$ cat src/hw/rtl/sewa_pkg.sv
package sewa_pkg;

  localparam int CAPACITY     = 64;
  localparam int NODE_ID_BITS = 16;
  localparam int WT_W         = 32;
  localparam int ADDR_W       = $clog2(CAPACITY);
  localparam int CNT_W        = $clog2(CAPACITY + 1);
  localparam int KEY_W        = 2 * NODE_ID_BITS;

  typedef logic [NODE_ID_BITS-1:0] node_id_t;
  typedef logic [ADDR_W-1:0]       addr_t;
  typedef logic [CNT_W-1:0]        count_t;

  typedef enum logic {
    OP_ADD  = 1'b0,
    OP_READ = 1'b1
  } op_t;

  typedef enum logic [1:0] {
    ST_ACCUM  = 2'd0,
    ST_INSERT = 2'd1,
    ST_FULL   = 2'd2,
    ST_RANGE  = 2'd3
  } status_t;

  typedef enum logic [2:0] {
    S_IDLE,
    S_START,
    S_READ,
    S_SEARCH,
    S_SHIFT,
    S_INSERT,
    S_DONE
  } state_t;

  typedef struct packed {
    node_id_t          src;
    node_id_t          tgt;
    logic [WT_W-1:0]   wt;
  } entry_t;

  typedef struct packed {
    logic   we;
    addr_t  waddr;
    entry_t wdata;
    addr_t  raddr;
  } mem_req_t;

  typedef struct packed {
    op_t             op;
    node_id_t        src;
    node_id_t        tgt;
    logic [WT_W-1:0] inc;
    logic [5:0]      rank;
  } item_t;

  typedef struct packed {
    status_t         status;
    node_id_t        src;
    node_id_t        tgt;
    logic [WT_W-1:0] wt;
    count_t          count;
  } result_t;

endpackage

$ cat src/hw/rtl/sewa_table.sv
module sewa_table import sewa_pkg::*; (
  input  logic     clk,
  input  mem_req_t req,
  output entry_t   rdata
);

  entry_t mem [CAPACITY];

  // one write and one registered read per cycle
  always_ff @(posedge clk) begin
    if (req.we) begin
      mem[req.waddr] <= req.wdata;
    end
    rdata <= mem[req.raddr];
  end

endmodule

$ cat src/hw/rtl/sewa_seq.sv
module sewa_seq import sewa_pkg::*; (
  input  logic     clk,
  input  logic     rst,
  input  logic     start,
  input  item_t    item_in,
  input  entry_t   rdata,
  input  logic     res_take,
  output logic     busy,
  output logic     res_valid,
  output result_t  res,
  output mem_req_t mem_req
);

  state_t  state, state_next;
  item_t   item;
  count_t  p, p_next;
  count_t  k, k_next;
  count_t  count, count_next;
  result_t res_next;

  logic [KEY_W-1:0] key, rkey;
  logic in_range, key_lt, key_eq, full;
  logic [WT_W-1:0] wt_sum;

  assign key      = {item.src, item.tgt};
  assign rkey     = {rdata.src, rdata.tgt};
  assign in_range = (p < count);
  assign key_lt   = (rkey < key);
  assign key_eq   = (rkey == key);
  assign full     = (count == count_t'(CAPACITY));
  assign wt_sum   = rdata.wt + item.inc;

  assign busy      = (state != S_IDLE);
  assign res_valid = (state == S_DONE);

  always_comb begin
    state_next = state;
    case (state)
      S_IDLE:   if (start) state_next = S_START;
      S_START:  state_next = (item.op == OP_READ) ? S_READ : S_SEARCH;
      S_READ:   state_next = S_DONE;
      S_SEARCH: begin
        if (in_range && key_lt) begin
          state_next = S_SEARCH;
        end else if ((in_range && key_eq) || full) begin
          state_next = S_DONE;
        end else if (count > p) begin
          state_next = S_SHIFT;
        end else begin
          state_next = S_INSERT;
        end
      end
      S_SHIFT:  if (k <= p + count_t'(1)) state_next = S_INSERT;
      S_INSERT: state_next = S_DONE;
      S_DONE:   if (res_take) state_next = S_IDLE;
      default:  state_next = S_IDLE;
    endcase
  end

  always_comb begin
    mem_req       = '0;
    mem_req.raddr = p[ADDR_W-1:0];
    p_next        = p;
    k_next        = k;
    count_next    = count;
    res_next      = res;
    case (state)
      S_IDLE: begin
        p_next = '0;
      end
      S_START: begin
        mem_req.raddr = (item.op == OP_READ) ? ADDR_W'(item.rank) : '0;
      end
      S_READ: begin
        res_next.count = count;
        if (item.rank >= count) begin
          res_next.status = ST_RANGE;
          res_next.src    = '0;
          res_next.tgt    = '0;
          res_next.wt     = '0;
        end else begin
          res_next.status = ST_ACCUM;
          res_next.src    = rdata.src;
          res_next.tgt    = rdata.tgt;
          res_next.wt     = rdata.wt;
        end
      end
      S_SEARCH: begin
        res_next.src   = item.src;
        res_next.tgt   = item.tgt;
        res_next.count = count;
        if (in_range && key_lt) begin
          p_next        = p + count_t'(1);
          mem_req.raddr = p_next[ADDR_W-1:0];
        end else if (in_range && key_eq) begin
          mem_req.we       = 1'b1;
          mem_req.waddr    = p[ADDR_W-1:0];
          mem_req.wdata    = '{src: rdata.src, tgt: rdata.tgt, wt: wt_sum};
          res_next.status  = ST_ACCUM;
          res_next.wt      = wt_sum;
        end else if (full) begin
          res_next.status = ST_FULL;
          res_next.wt     = '0;
        end else if (count > p) begin
          // start moving entries up from the top
          k_next        = count;
          mem_req.raddr = addr_t'(count - count_t'(1));
        end
      end
      S_SHIFT: begin
        // rdata holds entry k-1, copied into slot k
        mem_req.we    = 1'b1;
        mem_req.waddr = k[ADDR_W-1:0];
        mem_req.wdata = rdata;
        mem_req.raddr = addr_t'(k - count_t'(2));
        k_next        = k - count_t'(1);
      end
      S_INSERT: begin
        mem_req.we      = 1'b1;
        mem_req.waddr   = p[ADDR_W-1:0];
        mem_req.wdata   = '{src: item.src, tgt: item.tgt, wt: item.inc};
        count_next      = count + count_t'(1);
        res_next.status = ST_INSERT;
        res_next.wt     = item.inc;
        res_next.count  = count + count_t'(1);
      end
      default: begin
      end
    endcase
  end

  always_ff @(posedge clk) begin
    if (rst) begin
      state <= S_IDLE;
      count <= '0;
    end else begin
      state <= state_next;
      count <= count_next;
    end
    if (start && state == S_IDLE) begin
      item <= item_in;
    end
    p   <= p_next;
    k   <= k_next;
    res <= res_next;
  end

endmodule

$ cat src/hw/rtl/sorted_edge_weight_accumulator_core.sv
// channel | signals                                          | transfer when
// input   | operation source_node target_node                |
//         | weight_increment rank_index                      | in_valid & in_ready
// output  | status out_source out_target out_weight          |
//         | entry_count                                      | out_valid & out_ready
//
// an add walks the sorted table one entry per cycle, then moves later entries
// up one slot per cycle; a hit adds to the weight in place, an insert writes
// the new pair into the freed slot; a read fetches one entry by rank, all through
// the single table read port. reset empties the table at once (count to zero)
// the result sits in an output register, so a stalled output still lets the
// next item be taken; the sequencer waits only if that register is still full
module sorted_edge_weight_accumulator_core import sewa_pkg::*; (
  input  logic        clk,
  input  logic        rst,
  input  logic        in_valid,
  output logic        in_ready,
  input  logic        operation,
  input  logic [15:0] source_node,
  input  logic [15:0] target_node,
  input  logic [31:0] weight_increment,
  input  logic [5:0]  rank_index,
  output logic        out_valid,
  input  logic        out_ready,
  output logic [1:0]  status,
  output logic [15:0] out_source,
  output logic [15:0] out_target,
  output logic [31:0] out_weight,
  output logic [6:0]  entry_count
);

  logic     busy;
  logic     start;
  logic     res_valid;
  logic     res_take;
  item_t    item_in;
  result_t  res;
  mem_req_t mem_req;
  entry_t   rdata;

  // one item at a time: ready while the sequencer is idle
  assign in_ready = !busy;
  assign start    = in_valid && in_ready;

  // node ids are taken in their low bits
  assign item_in.op   = op_t'(operation);
  assign item_in.src  = node_id_t'(source_node);
  assign item_in.tgt  = node_id_t'(target_node);
  assign item_in.inc  = weight_increment;
  assign item_in.rank = rank_index;

  // the output register takes a result when empty or being drained
  assign res_take = !out_valid || out_ready;

  sewa_seq u_seq (
    .clk       (clk),
    .rst       (rst),
    .start     (start),
    .item_in   (item_in),
    .rdata     (rdata),
    .res_take  (res_take),
    .busy      (busy),
    .res_valid (res_valid),
    .res       (res),
    .mem_req   (mem_req)
  );

  sewa_table u_table (
    .clk   (clk),
    .req   (mem_req),
    .rdata (rdata)
  );

  // output register
  always_ff @(posedge clk) begin
    if (rst) begin
      out_valid <= 1'b0;
    end else if (res_take) begin
      out_valid <= res_valid;
    end
    if (res_take && res_valid) begin
      status      <= res.status;
      out_source  <= 16'(res.src);
      out_target  <= 16'(res.tgt);
      out_weight  <= res.wt;
      entry_count <= 7'(res.count);
    end
  end

  // the table never holds more than its capacity
  a_count_bound: assert property (@(posedge clk) disable iff (rst)
    out_valid |-> (entry_count <= 7'(CAPACITY)))
    else $error("entry count above capacity");

  // a dropped pair is only reported with a full table
  a_full_only: assert property (@(posedge clk) disable iff (rst)
    (out_valid && status == ST_FULL) |-> (entry_count == 7'(CAPACITY)))
    else $error("drop reported with room left");

  // an out of range read carries zero payload
  a_range_zero: assert property (@(posedge clk) disable iff (rst)
    (out_valid && status == ST_RANGE) |->
      (out_source == 16'd0 && out_target == 16'd0 && out_weight == 32'd0))
    else $error("out of range read with nonzero payload");

  // after a transfer in, the block is busy with that item
  a_busy_after: assert property (@(posedge clk) disable iff (rst)
    (in_valid && in_ready) |=> !in_ready)
    else $error("ready right after accepting an item");

endmodule
$ cat config.mk
export PLATFORM = sky130hd
export DESIGN_NAME = sorted_edge_weight_accumulator_core
export DESIGN_NICKNAME = d
export VERILOG_FILES = /design/src/hw/rtl/sewa_pkg.sv /design/src/hw/rtl/sewa_table.sv /design/src/hw/rtl/sewa_seq.sv /design/src/hw/rtl/sorted_edge_weight_accumulator_core.sv
export SDC_FILE = /design/constraint.sdc
export NUM_CORES = 2
export LEC_CHECK = 0
export BUFFER_PORTS_ARGS = -buffer_cell sky130_fd_sc_hd__buf_4
export CELL_PAD_IN_SITES_DETAIL_PLACEMENT = 1
export CELL_PAD_IN_SITES_GLOBAL_PLACEMENT = 2
export CORE_MARGIN = 5
export CORE_UTILIZATION = 44
export CTS_CLUSTER_DIAMETER = 30
export DETAILED_ROUTE_END_ITERATION = 16
export PLACE_DENSITY_LB_ADDON = 0.05
export SETUP_SLACK_MARGIN = 0.02
export SLEW_MARGIN = 30
export SYNTH_ARGS = -nofsm -noshare
export SYNTH_HDL_FRONTEND = slang
export SYNTH_HIERARCHICAL = 1
export SYNTH_SLANG_ARGS = --single-unit
$ cat constraint.sdc
create_clock -name clk -period 7.3 [get_ports clk]
set_input_delay 0 -clock clk [delete_from_list [all_inputs] [get_ports clk]]
set_output_delay 0 -clock clk [all_outputs]
set_load 0.05 [all_outputs]
==> metrics.md <==
| Metric | Value |
|---|---|
| Final TNS setup | 0 ps |
| Die area | 0.397 mm² |
| Leak Pwr | 71.5 nW |
| Total number of nets in the final design | slightly above 9000 |
| Most frequent cells in the layout | edfxtp_1, mux4_2, clkbuf_16 |
| Max stage delay on crit path | 700 ps |
| Minimum clock period | 6520 ps |
| Clock-pin transition on the worst setup and hold timing paths | about 40 ps |
| Worst slew margin relative to its limit | 0.317 |
| Post-Synth Simple-Gate Area | 0.0198 |
| Root buffer cell | clkbuf_16 |
| Run status | complete, no violations |
| Remaining antenna violation count | 0 |
| Remaining Overflow, GRT | 0 |
| Iteration-0 DRC count of the detailed router | between 10000 and 15000 |
| Timing-limited maximum frequency | 153 MHz |
| Die Y-Extent | roughly 630 µm |
| CTS-repair resized insts | 0 |
| Worst path bufs/invs | 6 |
| Number of levels the H-tree was split into | 6 |
| Detailed-route wire length per cell | between 30 and 40 µm |
| Hold Crit Class | input port to flop |
| Number of hold-slack violations in the final timing report | 0 |
| Required time reported for the critical path endpoint | 8150 ps |
| Count of clock tree sinks | 4402 |
| Number of library cell types mapped by synthesis | between 70 and 80 |
| Util after Layout | 0.562 |
| Number of buffer cells added on primary ports | between 100 and 150 |
| Largest family of logic cells by synthesized area | multiplexers |
| PnR Total Power | between 100 and 150 mW |
| Number of failing setup endpoints in the final timing report | 0 |
| Global placer's final weighted congestion | 0.847 |
| All-layer global routing usage | 0.278 |
| Detailed-route via count | slightly above 90000 |
| Placed cell count | 13000 |
| Most common flop cell mapped by yosys | edfxtp_1 |
| Ports | 150 |
| Clk Latency, worst-skew pair | 1110 ps |
| Detailed-routing iteration count for the pre-antenna-repair pass | 6 |
| Cell Chain, Critical Path | inv_1, ha_1, a21oi_1, a21oi_1, o21ai_2, o21bai_1, a211oi_4, buf_4, nor3_1, o21ai_0, o21ai_4, buf_12, buf_12, buf_12, buf_4, mux4_2, mux2i_1, o22ai_1, a31oi_1, a211oi_2 |
| Number of enable flip-flop cells after synthesis | 4327 |
| CTS Buf Count | 899 |
| Relative area change from synthesis to final layout | 27.1% |
| Fraction of final layout cells with drive strength greater than 1 | 0.345 |
| Number of vias per cell after detailed routing | slightly above 6 |
| Final HPWL DP | 322000 µm |
| Most common library cell in the layout ignoring fill and taps | edfxtp_1 |
| Global-route wire length before repair | 775000 µm |
| Setup Fix Bufs, Post-CTS | 0 |
| Family with the most delay on the worst path | compound AO/OA/AOI/OAI gates |
| Clock tree from TritonCTS | yes |
| Mean area per synthesized cell | around 22 µm² |
| Share of the clock period used by the worst path | 0.894 |
| Clock tree buffer depth | 4 |
| Max Transition Viols Final | 0 |
| Type of element launching the critical path | flop |
| Quantity of hold-fixing buffers added after cts | 147 |
| Placeable core area | approximately 0.38 mm² |
| Yosys reg bits | between 4000 and 5000 |
| Most frequent cell on the critical path | buf_12 |
| Final cell count without fillers | about 15000 |
| Critical path endpoint category | flop |
| Drt drc | 0 |
| Sequential-to-total area share from yosys stat | 0.776 |
| Ys async rst share | 0 |
| Nets in the synthesized netlist | 7896 |
| Max capacitance violation total | 0 |
| Number of warnings printed during yosys synthesis | 6 |
| Pwr Density | 516 mW/mm² |
| Critical path's slowest cell | a31oi_1 |
| Vias in the first global route | ~95000 |
| Cells after synthesis | 7731 |
| Multiplexer fraction of the synthesized cell area | 0.144 |
| Total of fill cells in the finished design | 32200 |
| Effective utilization at floorplan | 0.442 |
| Number of antenna violations at the first check in global routing | 37 |
| CP Class | flop to flop |
| Worst hold margin | 141 ps |
| Unrepaired setup endpoints after global routing | false |
| Maximum number of pins on one net before global-route repair | 86 |
| Crit path arrival time | 7370 ps |
| Final Skew | 82.1 ps |
| Area of the mapped netlist | 0.169 mm² |
| Post-synthesis compound-gate area fraction | 0.0365 |
| Chip width | 630 µm |
| Number of rows in the core area | around 230 |
| Maximum ir drop on the vdd rail | 0.000390 V |
| Wirelength, routed | 559000 µm |
| Worst-margin pin slew | 1020 ps |
| Fraction of synthesized cell area in xor and xnor cells | 0.00269 |
| Maximum fanout along the worst path | 23 |
| Adder and majority cell fraction of the synthesized area | 0.00670 |
-- where the power goes --
part	internal [mW]	switching, mW	total (mW)
registers	30.6	0.998	31.6
logic	15.4	22.0	37.3
clock network	28.3	13.9	42.2
-- logic make-up after synthesis --
kind of cell / count (synthesis)
simple gates: 687
mux: 1161
buf+inv: 505
flops: 4402
fa+ha+maj: 90
compound gates: 834
xor+xnor: 52
-- worst register-to-register path: stages (launching register included) --
cell	delay, ps
edfxtp_1	660
inv_1	100
ha_1	350
a21oi_1	150
a21oi_1	90
o21ai_2	580
o21bai_1	500
a211oi_4	120
buf_4	260
nor3_1	270
o21ai_0	180
o21ai_4	150
buf_12	250
buf_12	210
buf_12	230
buf_4	340
mux4_2	530
mux2i_1	230
o22ai_1	160
a31oi_1	700
a211oi_2	260
-- flip-flops by register name (all words and copies together), names as in the netlist --
name / count
out_valid: 1
out_weight: 32
u_seq/count: 7
u_table/rdata: 64
u_seq/res: 73
u_seq/k: 7
u_seq/p: 7
out_source: 16
out_target: 16
status: 2
u_seq/item: 71
entry_count: 7
u_table/mem: 4096
u_seq/state: 3
-- stage by stage --
step | setup WS (ps) | cell area, µm²
floorplan | 675 | 169000
global placement | -232 | 182000
detailed placement | 814 | 182000
CTS | 807 | 215000
global route | 724 | 215000
finish | 777 | 215000
-- cells in the mapped netlist (13+ instances only) --
master	number	area (µm²)
a211oi_1	70	526
a21o_1	13	97.6
a21oi_1	55	275
a221o_1	19	190
a22o_1	126	1100
a22oi_1	199	1490
a2bb2oi_1	20	175
a31oi_1	21	131
a41oi_1	28	245
and3_1	72	450
buf_1	23	86.3
buf_2	170	851
buf_4	34	255
clkbuf_1	181	679
dfxtp_1	75	1500
edfxtp_1	4327	130000
ha_1	89	1110
inv_1	87	327
mux2i_1	136	1360
mux4_2	1024	23100
nand2_1	179	672
nand2b_1	21	131
nand3_1	76	380
nand4_1	17	106
nor2_1	165	619
nor2b_1	42	263
nor3_1	23	115
o21ai_0	71	355
o221ai_1	41	359
o22ai_1	116	726
or2_2	32	200
or3_1	31	194
xnor2_1	33	289
xor2_1	19	166
-- final cells by class --
type | instances | area, µm² | share of cell area
antenna | 11 | 27.5 | 0.000128
clock buffer | 1028 | 23400 | 0.109
clock inverter | 659 | 8370 | 0.0389
inverter | 87 | 327 | 0.00152
multi-input combinational | 2824 | 36600 | 0.170
sequential | 4402 | 131000 | 0.611
tap | 5038 | 6300 | 0.0293
timing repair buffer | 825 | 8740 | 0.0406
-- final timing paths --
check / slack, ps / cells past startpoint / from / endpoint
min: 140 / 5 / in_valid / u_seq/state[0]$_SDFFE_PP0P_
min reg2reg: 410 / 0 / u_seq/res[36]$_DFFE_PP_ / out_weight[29]$_DFFE_PP_
max: 780 / 20 / u_seq/p[2]$_SDFFCE_PN0P_ / u_table/rdata[60]$_DFF_P_
max reg2reg: 780 / 20 / u_seq/p[2]$_SDFFCE_PN0P_ / u_table/rdata[60]$_DFF_P_
-- metal layers --
metal,up-vias,track usage,wire (µm)
li1,35900,-,-
met1,50400,0.403,239000
met2,4035,0.439,265000
met3,750,0.0521,42900
met4,8,0.0698,12800
met5,-,0,61
No activity file was read; power rests on OpenSTA's default activity.
